[src/sv/lbc_pkg.sv]
`timescale 1ns / 1ps
package lbc_pkg;
	localparam int Entries = 256;
	localparam int IdxW = $clog2(Entries);
	localparam int CntW = IdxW + 1;
	localparam int TagW = 32;

	localparam logic [2:0] ST_IDLE = 3'd0;
	localparam logic [2:0] ST_SCAN = 3'd1;
	localparam logic [2:0] ST_LAST = 3'd2;
	localparam logic [2:0] ST_PROM = 3'd3;
	localparam logic [2:0] ST_PLST = 3'd4;
	localparam logic [2:0] ST_DONE = 3'd5;
	localparam logic [2:0] ST_CLR = 3'd6;

	typedef struct packed {
		logic          hit;
		logic [IdxW-1:0] found;
		logic [IdxW-1:0] found_rank;
		logic [IdxW-1:0] victim;
		logic [TagW-1:0] victim_tag;
	} scan_t;
endpackage

[src/sv/lbc_scan.sv]
`timescale 1ns / 1ps
module lbc_scan import lbc_pkg::*; (
	input  logic            clk,
	input  logic            start,
	input  logic            en,
	input  logic [TagW-1:0] blk,
	input  logic [IdxW-1:0] idx,
	input  logic [TagW-1:0] tag,
	input  logic [IdxW-1:0] rank,
	output scan_t           res
);
	scan_t r_q;
	scan_t nx;

	always_comb begin
		nx = start ? '0 : r_q;
		if (tag == blk && (!nx.hit || rank > nx.found_rank)) begin
			nx.hit = 1'b1;
			nx.found = idx;
			nx.found_rank = rank;
		end
		if (rank == '0) begin
			nx.victim = idx;
			nx.victim_tag = tag;
		end
	end

	always_ff @(posedge clk) begin
		if (en) begin
			r_q <= nx;
		end
	end

	assign res = r_q;
endmodule

[config.mk]
export PLATFORM = sky130hd
export DESIGN_NAME = lbc_scan
export DESIGN_NICKNAME = d
export VERILOG_FILES = /design/src/sv/lbc_pkg.sv /design/src/sv/lbc_scan.sv
export SDC_FILE = /design/constraint.sdc
export NUM_CORES = 1
export LEC_CHECK = 0
export CAP_MARGIN = 20
export CORE_ASPECT_RATIO = 0.9
export CORE_MARGIN = 2
export CORE_UTILIZATION = 60
export DETAILED_ROUTE_END_ITERATION = 8
export DONT_BUFFER_PORTS = 1
export GPL_TIMING_DRIVEN = 0
export HOLD_SLACK_MARGIN = 0.05
export PLACE_DENSITY_LB_ADDON = 0.2
export SETUP_SLACK_MARGIN = 0.02
export SKIP_CTS_REPAIR_TIMING = 1
export SLEW_MARGIN = 20
export SYNTH_ARGS = -nofsm -noshare
export SYNTH_HDL_FRONTEND = slang
export SYNTH_SLANG_ARGS = --single-unit
[constraint.sdc]
create_clock -name clk -period 5.3 [get_ports clk]
set_input_delay 1.59 -clock clk [delete_from_list [all_inputs] [get_ports clk]]
set_output_delay 1.59 -clock clk [all_outputs]
set_load 0.05 [all_outputs]
==> flow_metrics.py <==
metrics = {
    "run_status": {
        "outcome": "finished clean",
    },
    "synth": {
        "synth_fp_nets": 298,
        "synth_most_common_cell": "edfxtp_1",
        "ys_ff_latch": 57,
        "synth_top_area_share_pct": 61.6,
        "synthCells": 207,
        "ys.flop_type": "edfxtp_1",
        "synthTopCellsByCount": "edfxtp_1, and2_1, xnor2_1, nand4_1",
        "async_reset_ff_share_pct": 0,
        "synth_area_leaders": "edfxtp_1, and2_1, xnor2_1",
        "syn-cell-area_mm2": 0.00278,
        "yosysSeqAreaShare_pct": 61.6,
        "ys_types": 23,
        "syn_avg_cell_area_um2": 13.4,
        "synth_edf_count": 57,
        "yosysTopAreaCell": "edfxtp_1",
        "yosysWarnings": 0,
    },
    "clock_tree": {
        "cts_tree": "yes",
        "clkSinkCount": 57,
        "clk_latency_ns": 0.31,
        "htree_levels": 3,
        "numCtsBuffers": 9,
        "cts_root_buf": "clkbuf_8",
        "cts_max_path_buffers": 2,
        "clkSlewWorstSetupHoldPaths_ns": 0.06,
    },
    "floorplanning": {
        "io_pins": 140,
        "row_count": 23,
        "die_w_um": 75.8,
        "die_y_um": 68.6,
        "start_util_pct": 62.3,
        "core_area_mm2": 0.00446,
        "design.die.area_mm2": 0.00519,
    },
    "grt": {
        "grt_pass1_vias": 1712,
        "antenna_found_initial": 0,
        "grt_pass1_wl_um": 8120,
        "grt_max_degree": 24,
        "gr-usage-all-layers_pct": 21.8,
        "overflow": 0,
    },
    "detailed_routing": {
        "drt-initial-drc-count": 53,
        "wl_per_cell_um": 19.5,
        "first_pass_iters": 4,
        "drt_wl_total_um": 5560,
        "remaining_drc_errors": 0,
        "drtAntennaViolNets": 0,
        "vias_per_cell": 5.69,
        "vias": 1621,
    },
    "critical_path": {
        "arrival_ns": 3.79,
        "path_class": "in2reg",
        "worstSetupEndpointType": "register",
        "cp.required_ns": 5.28,
        "crit_path_start_kind": "primary input",
        "crit_slowest_cell": "nor3_4",
        "cp_cell_sequence": "clkbuf_1, nand2b_1, ha_1, nand2_1, o21bai_1, a21oi_1, nor2_1, nor3_4, buf_6, o21a_1",
        "critPathMaxFanout": 10,
        "worst_path_largest_cell_delay_ns": 0.46,
    },
    "cells_and_area": {
        "diodes": 0,
        "nNetsFinal": 310,
        "areaGrowthSynthToFinish_pct": 10.1,
        "num-fill-cells": 330,
        "drive_gt1_share_pct": 9.42,
        "largest_register_ffs": 57,
        "seq_area_mm2": 0.00171,
        "multi_input_area_mm2": 0.00101,
    },
    "min_path": {
        "min_path_type": "reg2reg",
    },
    "power": {
        "peakVddDrop_uv": 223,
        "report.power.total_mw": 1.04,
        "pwr_density_cell_mw_per_mm2": 339,
        "power.leakage_nw": 0.989,
    },
    "sta": {
        "period_minus_slack_ns": 3.81,
        "skew_ns": 0.00625,
        "setup_viol_count_final": 0,
        "hold_viol": 0,
        "fin_setup_tns_ns": 0,
        "slew_viol_final": 0,
        "clock.fmax_ghz": 0.263,
        "grt_setup_unrepaired": "no",
        "tightest_slew_ns": 0.581,
        "slew_headroom_pct": 61.2,
        "fin_crit_sh_pct": 71.8,
    },
    "place": {
        "port_buffers": 0,
        "hpwl_um": 4280,
        "gp_congestion": 0.781,
    },
    "flow_run": {
        "maxCapViolCount": 0,
    },
}
-- layout make-up --
| cell class | instances | share of cell area, % |
|---|---|---|
| Tap cell | 62 | 2.53 |
| Buffer | 6 | 0.981 |
| Inverter | 8 | 0.981 |
| Clock inverter | 5 | 1.55 |
| Timing Repair Buffer | 1 | 0.899 |
| Sequential cell | 57 | 55.9 |
| Multi-Input combinational cell | 136 | 33.0 |
| Clock buffer | 10 | 4.17 |
-- worst paths after layout --
kind	start	to	slack, ns	cells after the start
max	start	res[53]$_DFFE_PP_	1.49	10
min	res[56]$_SDFFCE_PP1P_	res[56]$_SDFFCE_PP1P_	1.04	2
max reg2reg	res[43]$_DFFE_PP_	res[53]$_DFFE_PP_	2.37	9
min reg2reg	res[56]$_SDFFCE_PP1P_	res[56]$_SDFFCE_PP1P_	1.04	2
-- worst max-delay path: cells and delay by family --
family | cells | cell delay [ns]
AO/OA/AOI/OAI | 3 | 0.60
buffers and inverters | 2 | 0.40
adder cells (fa/ha/maj) | 1 | 0.34
AND/OR/NAND/NOR | 4 | 0.85
-- routing by layer --
layer  routed length (µm)  global-route usage, %  vias up
met4                   43                   7.89        0
met1                 2070                   25.6      772
met3                  566                   8.14        8
li1                     -                      -      747
met5                    0                      0        -
met2                 2880                   36.7       94
-- cells in the final DEF, fill, tap and decap left out, drive strengths merged --
cell / n
a21oi: 3
a211oi: 1
nor2: 2
mux2i: 7
inv: 7
nand2: 5
edfxtp: 57
xnor2: 32
clkbuf: 15
o21ai: 1
nor4: 3
mux2: 1
buf: 2
o21a: 2
nor2b: 2
o21bai: 1
clkinv: 5
nor3: 1
nand4: 11
bufinv: 1
ha: 8
and2: 48
nand2b: 8
-- metrics by stage --
stage | instances | util [%] | setup slack, ns | hold WS (ns) | cell area [µm²]
after floorplan | 207 | - | 1.61 | 0.927 | 2780
after global routing | 285 | 68.6 | 1.30 | 1.06 | 3060
after detailed placement | 270 | 64.7 | 1.20 | 1.01 | 2890
final | 285 | 68.6 | 1.49 | 1.04 | 3060
after CTS | 285 | 68.6 | 1.51 | 1.04 | 3060
after global placement | 269 | 64.1 | 1.23 | 1.01 | 2860
-- power by group --
part	total (mW)	internal [mW]	leakage, nW	switching (mW)
clock network	0.366	0.210	0.0910	0.156
registers	0.613	0.521	0.489	0.0922
logic	0.0584	0.0307	0.409	0.0277
-- cells by family after synthesis --
| group | share of synthesized area (%) |
|---|---|
| AOI/OAI and AO/OA | 1.80 |
| muxes | 3.06 |
| xor gates and xnor gates | 10.1 |
| adders and majority gates | 3.60 |
| buffers and inverters | 2.16 |
| DFF | 61.6 |
| and+or+nand+nor | 17.7 |
(Power assumes the default switching activity.)
