### config.mk
export PLATFORM = sky130hd
export DESIGN_NAME = lbc_ram
export DESIGN_NICKNAME = d
export VERILOG_FILES = /design/src/sv/lbc_ram.sv
export SDC_FILE = /design/constraint.sdc
export NUM_CORES = 1
export LEC_CHECK = 0
export ABC_AREA = 1
export BUFFER_PORTS_ARGS = -buffer_cell sky130_fd_sc_hd__buf_2
export CORE_ASPECT_RATIO = 0.75
export CORE_MARGIN = 2
export CORE_UTILIZATION = 30
export DETAILED_ROUTE_END_ITERATION = 10
export PLACE_DENSITY = 0.47
export SYNTH_ARGS = -nofsm -noshare
export SYNTH_HDL_FRONTEND = slang
export SYNTH_SLANG_ARGS = --single-unit
### constraint.sdc
create_clock -name clk -period 1.8 [get_ports clk]
set_input_delay 0.36 -clock clk [delete_from_list [all_inputs] [get_ports clk]]
set_output_delay 0.36 -clock clk [all_outputs]
set_load 0.05 [all_outputs]
### src/sv/lbc_ram.sv
`timescale 1ns / 1ps
module lbc_ram #(
	parameter int Width = 8,
	parameter int Depth = 16
) (
	input  logic                     clk,
	input  logic                     we,
	input  logic [$clog2(Depth)-1:0] waddr,
	input  logic [Width-1:0]         wdata,
	input  logic [$clog2(Depth)-1:0] raddr,
	output logic [Width-1:0]         rdata
);
	logic [Width-1:0] mem_q [Depth];

	always_ff @(posedge clk) begin
		if (we) begin
			mem_q[waddr] <= wdata;
		end
		rdata <= mem_q[raddr];
	end
endmodule

==> impl_metrics.csv, run 1 <==
group,metric,value,unit
outcome,status,"finished, final reports clean",
power,p_leak,2.93,nW
routing,drt_iter0_markers,268,
floorplan,core-area,18700,µm²
timing,hold_viol_final,0,
timing,tns,0,ns
clock_tree,holdBufCountCts,0,
critical_path,crit_start,"rdata[6]",
critical_path,r2r_cells,6,
clock_tree,numCtsBuffers,17,
critical_path,crit_cells,1,
critical_path,crit_path_max_fanout,1,
synth,synth.cell_area,5770,µm²
timing,fin_crit_sh,82.1,%
critical_path,crit_chain,"buf_2",
placed_design,port-buffer-count,25,
grt,grt_antenna_before_repair,0,
timing,period_minus_slack,1.48,ns
clock_tree,cts.htree.levels,4,
clock_tree,clock-sinks,136,
final_layout,ff_latch_area,4000,µm²
synth,yosysTopAreaCellShare,66.7,%
timing,tightest_slew,0.433,ns
timing,slew_headroom,71.1,%
floorplan,die-area,20400,µm²
timing,fmax,676,MHz
synth,synthesis.nets,569,
clock_tree,postCtsSetupRepairBufs,0,
grt,busiest_layer,"met2",
job,drv_cap,0,
final_layout,fillers,1828,
synth,syn_inst,551,
critical_path,startpoint_type,"register",
routing,wirelength,13800,µm
placed_design,place_area,6270,µm²
critical_path,max_stage_delay,0.41,ns
final_layout,area_delta_synth_final,18.2,%
synth,yosys_warnings,0,
floorplan,chipHeight,124,µm
power,peakVddDrop,531,µV
critical_path,worstPathArrival,1.12,ns
grt,gr-usage-all-layers,14.4,%
critical_path,rr_startpoint,"mem_q[9][1]",
synth,netlist-cell-type-count,12,
routing,drc,0,
routing,postRouteAntennaNets,0,
synth,synth_flop_cell,"edfxtp_1",
power,power,7.31,mW
synth,async_flop_share,0,%
critical_path,cp.required,1.44,ns
clock_tree,clkSlewWorstSetupHoldPaths,0.06,ns
critical_path,cp.buffers_inverters,1,
routing,viasPerCell,4.44,
timing,whs,0.344,ns
placed_design,gp_congestion,0.772,
floorplan,rows,43,
critical_path,path_class,"reg2out",
critical_path,r2r_end,"rdata[1]",
critical_path,cp_top_family,"flip-flops",
synth,syn_area_per_cell,10.5,µm²
final_layout,final_area,6820,µm²
floorplan,ioPinCount,26,
grt,grt_use_met2,22.2,%
floorplan,die_w,164,µm
grt,use_met1,20.3,%
critical_path,r2r_setup_slack,0.82,ns
timing,finClkSkew,0.00837,ns
critical_path,critPathSlowestCell,"dfxtp_1",
final_layout,final_util,36.5,%
clock_tree,tritoncts,"yes",
clock_tree,cts_resized,0,
synth,yosysMostFrequentCell,"nand2_1",
clock_tree,clk-insertion-delay-late,0.41,ns
synth,ys_seq_area_share,69.4,%
timing,drv_slew,0,
final_layout,n_antenna_cell,0,
final_layout,final_nets,616,
timing,rsz0062_at_grt,"false",
worst_hold_path,min_path_type,"in2reg",
synth,yosys.area.top_type,"edfxtp_1",
grt,grt_pass1_vias,3673,
routing,first_pass_iters,6,
final_layout,multi_input_area,1210,µm²
grt,grt_pass1_wl,21000,µm
synth,synth_common_cells,"173 x nand2_1, 128 x edfxtp_1, 100 x inv_1",
timing,setup-violations-final,0,
clock_tree,clock_path_buffers,2,
critical_path,worstSetupEndpointType,"primary output",
synth,synth-edff-count,128,
placed_design,place_hpwl,8960,µm
routing,via_count,3807,
grt,grt_overflow,0,
final_layout,layout-drive-gt1-share,13.1,%
synth,synth.area.top_cells,"edfxtp_1 67%, nand2_1 11%, nand3_1 8.4%",
clock_tree,root_buffer,"clkbuf_16",
critical_path,critical_path.endpoint,"rdata[6]",
grt,grt_use_met3,3.00,%
power,power_density,1070,nW/µm²
synth,synth_seq_cells,136,
grt,grt_max_degree,65,
floorplan,start_util,30.9,%
routing,drt-wirelength-per-cell,16.1,µm
per-layer routing:
| layer | vias up | share of wire [%] |
|---|---|---|
| met5 | - | 0 |
| met3 | 10 | 4.1 |
| li1 | 1867 | - |
| met4 | 0 | 0.72 |
| met2 | 80 | 44 |
| met1 | 1850 | 51 |
kinds of logic after synthesis:
| family | share of synthesized area, % |
|---|---|
| buffers and inverters | 9.52 |
| DFF | 69.4 |
| and+or+nand+nor | 21.0 |
state kept, by name, summed over array words and instances, names as in the netlist:
signal / count
mem_q: 128
rdata: 8
metrics by stage:
| step | instances | worst slack (ns) |
|---|---|---|
| 2_1_floorplan | 551 | 0.489 |
| 3_3_place_gp | 826 | 0.239 |
| 3_5_place_dp | 826 | 0.245 |
| 4_1_cts | 857 | 0.302 |
| 5_1_grt | 857 | 0.300 |
| 6_report | 857 | 0.321 |
power breakdown:
part / switching [mW] / total, mW / internal, mW
Combinational: 0.366 / 0.503 / 0.137
Clock: 1.24 / 3.24 / 2.01
Sequential: 0.0292 / 3.57 / 3.54
cell usage in the layout (no fill, tap or decap), types with 3 or more instances in the layout:
master and instances:
nand2_1 173, edfxtp_1 128, inv_1 100, nand3_1 97, buf_2 25, buf_4 24
nor2_1 17, clkbuf_16 17, dfxtp_1 8, clkinv_2 5, clkbuf_1 3, buf_12 3
final cells by class:
cell class / instances / area share [%]
timing repair buffer: 52 / 5.36
tap: 247 / 4.53
inverter: 102 / 5.61
clock buffer: 20 / 6.40
clock inverter: 11 / 1.58
sequential: 136 / 58.7
multi-input combinational: 289 / 17.8
worst register-to-register path: stages (launching register included):
cell and delay [ns]:
edfxtp_1 0.36, inv_1 0.06, nand2_1 0.05, nand3_1 0.09
nand3_1 0.10, nand3_1 0.14, nand2_1 0.07
worst min path at each step:
stage                             from          end  slack, ns  cells past startpoint
after floorplan               wdata[0]  mem_q[0][0]       0.46                      0
after detailed placement  mem_q[11][3]     rdata[3]       0.65                      6
after CTS                     raddr[3]     rdata[4]       0.32                      3
after global routing          raddr[3]     rdata[3]       0.35                      3
final                         raddr[3]     rdata[3]       0.34                      3
after global placement    mem_q[11][6]     rdata[6]       0.67                      6
No activity file was read; power rests on OpenSTA's default activity.
==> inputs of run 2 (changes only) <==
Settings changed: PLACE_DENSITY 0.47 to 0.48.
Clock period 1.8 ns to 1.2 ns, I/O delays scaled along.
==> impl_metrics.csv, run 2 (same netlist as run 1, synthesis figures left out) <==
group,metric,value,unit
final_layout,stdcell_count,859,
clock_tree,clk-insertion-delay-late,0.41,ns
timing,slew_headroom,76.3,%
clock_tree,clkSlewWorstSetupHoldPaths,0.06,ns
placed_design,place_hpwl,9040,µm
final_layout,reg_top3,"mem_q: 128 flops, rdata: 8 flops",
power,p_leak,3.01,nW
routing,drt_iter0_markers,302,
clock_tree,clock-sinks,136,
job,drv_cap,0,
grt,grt_pass1_wl,21400,µm
critical_path,cp_top_family,"flip-flops",
critical_path,cp.required,0.96,ns
clock_tree,tritoncts,"yes",
grt,grt_overflow,0,
floorplan,core-area,18700,µm²
timing,drv_slew,0,
placed_design,port-buffer-count,25,
timing,fin_crit_sh,97.0,%
clock_tree,root_buffer,"clkbuf_16",
worst_hold_path,min_path_type,"in2reg",
clock_tree,clock_path_buffers,2,
floorplan,ioPinCount,26,
timing,rsz0062_at_grt,"false",
outcome,status,"finished, final reports clean",
floorplan,die-area,20400,µm²
final_layout,area_delta_synth_final,21.7,%
clock_tree,postCtsSetupRepairBufs,0,
timing,tightest_slew,0.355,ns
routing,via_count,3794,
routing,first_pass_iters,5,
critical_path,rr_startpoint,"mem_q[7][3]",
critical_path,cp.buffers_inverters,1,
clock_tree,cts.htree.levels,4,
critical_path,critPathSlowestCell,"dfxtp_2",
placed_design,place_inst,827,
timing,whs,0.205,ns
critical_path,worstSetupEndpointType,"primary output",
critical_path,crit_path_max_fanout,1,
final_layout,largest_register_ffs,128,
final_layout,final_nets,617,
routing,postRouteAntennaNets,0,
placed_design,gp_congestion,0.818,
final_layout,fillers,1790,
routing,drc,0,
grt,gr-usage-all-layers,14.6,%
clock_tree,numCtsBuffers,17,
grt,grt_pass1_vias,3674,
floorplan,die_w,164,µm
critical_path,worstPathArrival,0.92,ns
grt,grt_max_degree,65,
critical_path,r2r_end,"rdata[3]",
critical_path,r2r_cells,6,
timing,finClkSkew,0.00860,ns
routing,drt-wirelength-per-cell,16.0,µm
final_layout,layout-drive-gt1-share,15.0,%
critical_path,r2r_setup_slack,0.19,ns
final_layout,top_register,"mem_q",
routing,viasPerCell,4.42,
critical_path,crit_chain,"buf_6",
critical_path,path_class,"reg2out",
power,peakVddDrop,732,µV
worst_hold_path,hold_start,"raddr[3]",
critical_path,max_stage_delay,0.36,ns
floorplan,rows,43,
worst_hold_path,hold_path_depth,3,
timing,hold_viol_final,0,
floorplan,chipHeight,124,µm
timing,period_minus_slack,1.16,ns
final_layout,mostFrequentLayoutCell,"nand2_1",
critical_path,startpoint_type,"register",
timing,setup-violations-final,0,
power,power_density,1660,nW/µm²
routing,wirelength,13700,µm
final_layout,layout_common_cells,"173 x nand2_1, 128 x edfxtp_1, 100 x inv_1, 97 x nand3_1, 24 x buf_4",
grt,grt_antenna_before_repair,0,
clock_tree,holdBufCountCts,0,
timing,fmax,859,MHz
final_layout,n_antenna_cell,0,
floorplan,start_util,30.9,%
worst_hold_path,holdPathEnd,"rdata[1]",
[run 2: how the worst max path moves through the flow]
stage	slack, ns	from	cells after the start	to
3_5_place_dp	-0.12	raddr[0]	7	rdata[3]
5_1_grt	0.002	rdata[1]	1	rdata[1]
4_1_cts	0.002	rdata[2]	1	rdata[2]
3_3_place_gp	-0.12	raddr[0]	7	rdata[3]
6_report	0.04	rdata[4]	1	rdata[4]
2_1_floorplan	0.009	waddr[3]	2	mem_q[4][0]
[run 2: cell type report]
cell class	count	area, µm²	area share [%]
clock buffer	17	425	6.06
clock inverter	15	201	2.87
inverter	102	383	5.46
multi-input combinational	289	1210	17.3
sequential	136	4020	57.3
tap	247	309	4.41
timing repair buffer	53	464	6.62
[run 2: repair_timing]
action,in CTS,in global routing
gates resized for setup,22,4
cloned,0,0
endpoints found under the setup margin,8,3
[run 2: stage by stage]
step	utilization, %	power (mW)	setup TNS [ns]	worst slack [ns]	instance area [µm²]
6_report	37.6	11.6	0	0.0357	7020
5_1_grt	37.6	12.1	0	0.00250	7020
4_1_cts	37.5	11.8	0	0.00193	7010
3_5_place_dp	33.9	6.24	-2.40	-0.123	6320
3_3_place_gp	33.9	6.23	-1.01	-0.117	6320
2_1_floorplan	-	5.92	0	0.00916	5770
[run 2: report_power, final]
part	total [mW]	leakage, nW	switching (mW)	internal (mW)
Clock	5.47	0.301	1.99	3.48
Sequential	5.36	1.23	0.0473	5.31
Combinational	0.815	1.48	0.546	0.268
Total	11.6	3.01	2.58	9.06
[run 2: layer usage]
metal / vias up / GRT usage (%) / wire length, µm
li1: 1873 / - / -
met1: 1833 / 21.5 / 7030
met2: 82 / 21.6 / 5970
met3: 6 / 3.76 / 649
met4: 0 / 3.51 / 64
met5: - / 0 / 0
==> inputs of run 3 (changes only) <==
Settings changed: PLACE_DENSITY 0.48 to 0.47, RECOVER_POWER from default to 50.
Clock period 1.2 ns to 1.4 ns, I/O delays scaled along.
==> impl_metrics.csv, run 3 (same netlist as run 1, synthesis figures left out) <==
group,metric,value,unit
outcome,status,"finished, final reports clean",
clock_tree,cts.htree.levels,4,
power,p_leak,2.98,nW
critical_path,crit_path_max_fanout,1,
critical_path,cp.required,1.12,ns
power,p_sw,2.17,mW
floorplan,die_w,164,µm
final_layout,mostFrequentLayoutCell,"nand2_1",
critical_path,crit_chain,"buf_2",
power,power_density,1450,nW/µm²
critical_path,worstPathArrival,1.09,ns
grt,grt_pass1_wl,21500,µm
floorplan,start_util,30.9,%
final_layout,layout_common_cells,"173 x nand2_1, 128 x edfxtp_1, 100 x inv_1, 97 x nand3_1, 25 x buf_4",
grt,grt_antenna_before_repair,0,
clock_tree,clock_path_buffers,2,
floorplan,ioPinCount,26,
routing,via_count,3836,
timing,fmax,728,MHz
critical_path,r2r_setup_slack,0.42,ns
floorplan,core-area,18700,µm²
clock_tree,cts_resized,0,
final_layout,final_area,6950,µm²
placed_design,place_area,6330,µm²
power,p_comb_share,6.6,%
worst_hold_path,hold_path_depth,4,
final_layout,final_nets,620,
power,peakVddDrop,634,µV
critical_path,critPathSlowestCell,"dfxtp_1",
clock_tree,root_buffer,"clkbuf_16",
critical_path,path_class,"reg2out",
timing,rsz0062_at_grt,"false",
routing,wirelength,13800,µm
clock_tree,tritoncts,"yes",
critical_path,worstSetupEndpointType,"primary output",
timing,fin_crit_sh,98.1,%
routing,drt-wirelength-per-cell,16.1,µm
timing,period_minus_slack,1.37,ns
clock_tree,clock-sinks,136,
clock_tree,clkSlewWorstSetupHoldPaths,0.06,ns
worst_hold_path,min_path_type,"in2reg",
final_layout,layout-drive-gt1-share,12.4,%
final_layout,largest_register_ffs,128,
power,intPower,7.87,mW
critical_path,cp.buffers_inverters,1,
grt,grt_max_degree,65,
clock_tree,numCtsBuffers,17,
floorplan,rows,43,
timing,setup-violations-final,0,
timing,tightest_slew,0.924,ns
job,drv_cap,0,
grt,gr-usage-all-layers,14.7,%
worst_hold_path,holdPathEnd,"rdata[1]",
critical_path,startpoint_type,"register",
routing,drc,0,
floorplan,die-area,20400,µm²
final_layout,top_register,"mem_q",
floorplan,chipHeight,124,µm
grt,grt_pass1_vias,3859,
routing,viasPerCell,4.45,
clock_tree,clk-insertion-delay-late,0.41,ns
routing,postRouteAntennaNets,0,
grt,grt_overflow,0,
critical_path,r2r_end,"rdata[4]",
final_layout,n_antenna_cell,0,
routing,first_pass_iters,4,
power,power_frac_clock,47.7,%
critical_path,rr_startpoint,"mem_q[1][4]",
final_layout,reg_top3,"mem_q: 128 flops, rdata: 8 flops",
timing,hold_viol_final,0,
timing,finClkSkew,0.00932,ns
placed_design,place_hpwl,8970,µm
timing,tns,0,ns
routing,drt_iter0_markers,303,
clock_tree,holdBufCountCts,0,
critical_path,max_stage_delay,0.39,ns
critical_path,r2r_cells,6,
critical_path,cp_top_family,"flip-flops",
worst_hold_path,hold_start,"raddr[3]",
placed_design,port-buffer-count,25,
power,power.share.switching,21.6,%
clock_tree,postCtsSetupRepairBufs,0,
final_layout,area_delta_synth_final,20.4,%
power,pwr-share-seq,45.7,%
timing,slew_headroom,38.4,%
timing,drv_slew,0,
placed_design,gp_congestion,0.811,
## run 3: worst max-delay path by stage
| stage | to | start | depth (start not counted) | slack, ns |
|---|---|---|---|---|
| floorplan | mem_q[10][0] | waddr[2] | 2 | 0.17 |
| global placement | mem_q[3][5] | waddr[2] | 5 | -0.07 |
| detailed placement | mem_q[3][5] | waddr[2] | 5 | -0.08 |
| CTS | rdata[2] | rdata[2] | 1 | 0.002 |
| global route | rdata[6] | rdata[6] | 1 | 0.002 |
| finish | rdata[6] | rdata[6] | 1 | 0.03 |
## run 3: metrics by stage
| stage | worst slack, ns | cells | hold WS [ns] | utilization (%) | total power, mW |
|---|---|---|---|---|---|
| final | 0.0265 | 862 | 0.324 | 37.2 | 10.0 |
| after global routing | 0.00220 | 862 | 0.331 | 37.2 | 10.4 |
| after CTS | 0.00241 | 862 | 0.267 | 37.3 | 10.2 |
| after detailed placement | -0.0771 | 830 | 0.656 | 33.9 | 5.35 |
| after global placement | -0.0740 | 830 | 0.660 | 33.9 | 5.35 |
| after floorplan | 0.169 | 551 | 0.379 | - | 5.07 |
## run 3: layer usage
| layer | GRT usage [%] | vias up | wire, µm |
|---|---|---|---|
| met1 | 20.5 | 1831 | 6720 |
| met5 | 0 | - | 0 |
| li1 | - | 1876 | - |
| met2 | 22.4 | 108 | 6180 |
| met3 | 2.86 | 21 | 697 |
| met4 | 6.36 | 0 | 245 |
## run 3: area by class of cell
class	count	area [µm²]
Fill cell	1824	11700
Sequential cell	136	4000
Multi-Input combinational cell	289	1210
Clock inverter	15	206
Tap cell	247	309
Clock buffer	17	425
Inverter	102	383
Timing Repair Buffer	56	404
## run 3: power by group through the flow
stage	sequential [mW]	combinational (mW)	clock [mW]
finish	4.59	0.663	4.80
global route	4.60	0.734	5.06
CTS	4.59	0.679	4.88
detailed placement	4.68	0.675	0
global placement	4.68	0.669	0
floorplan	4.75	0.321	0
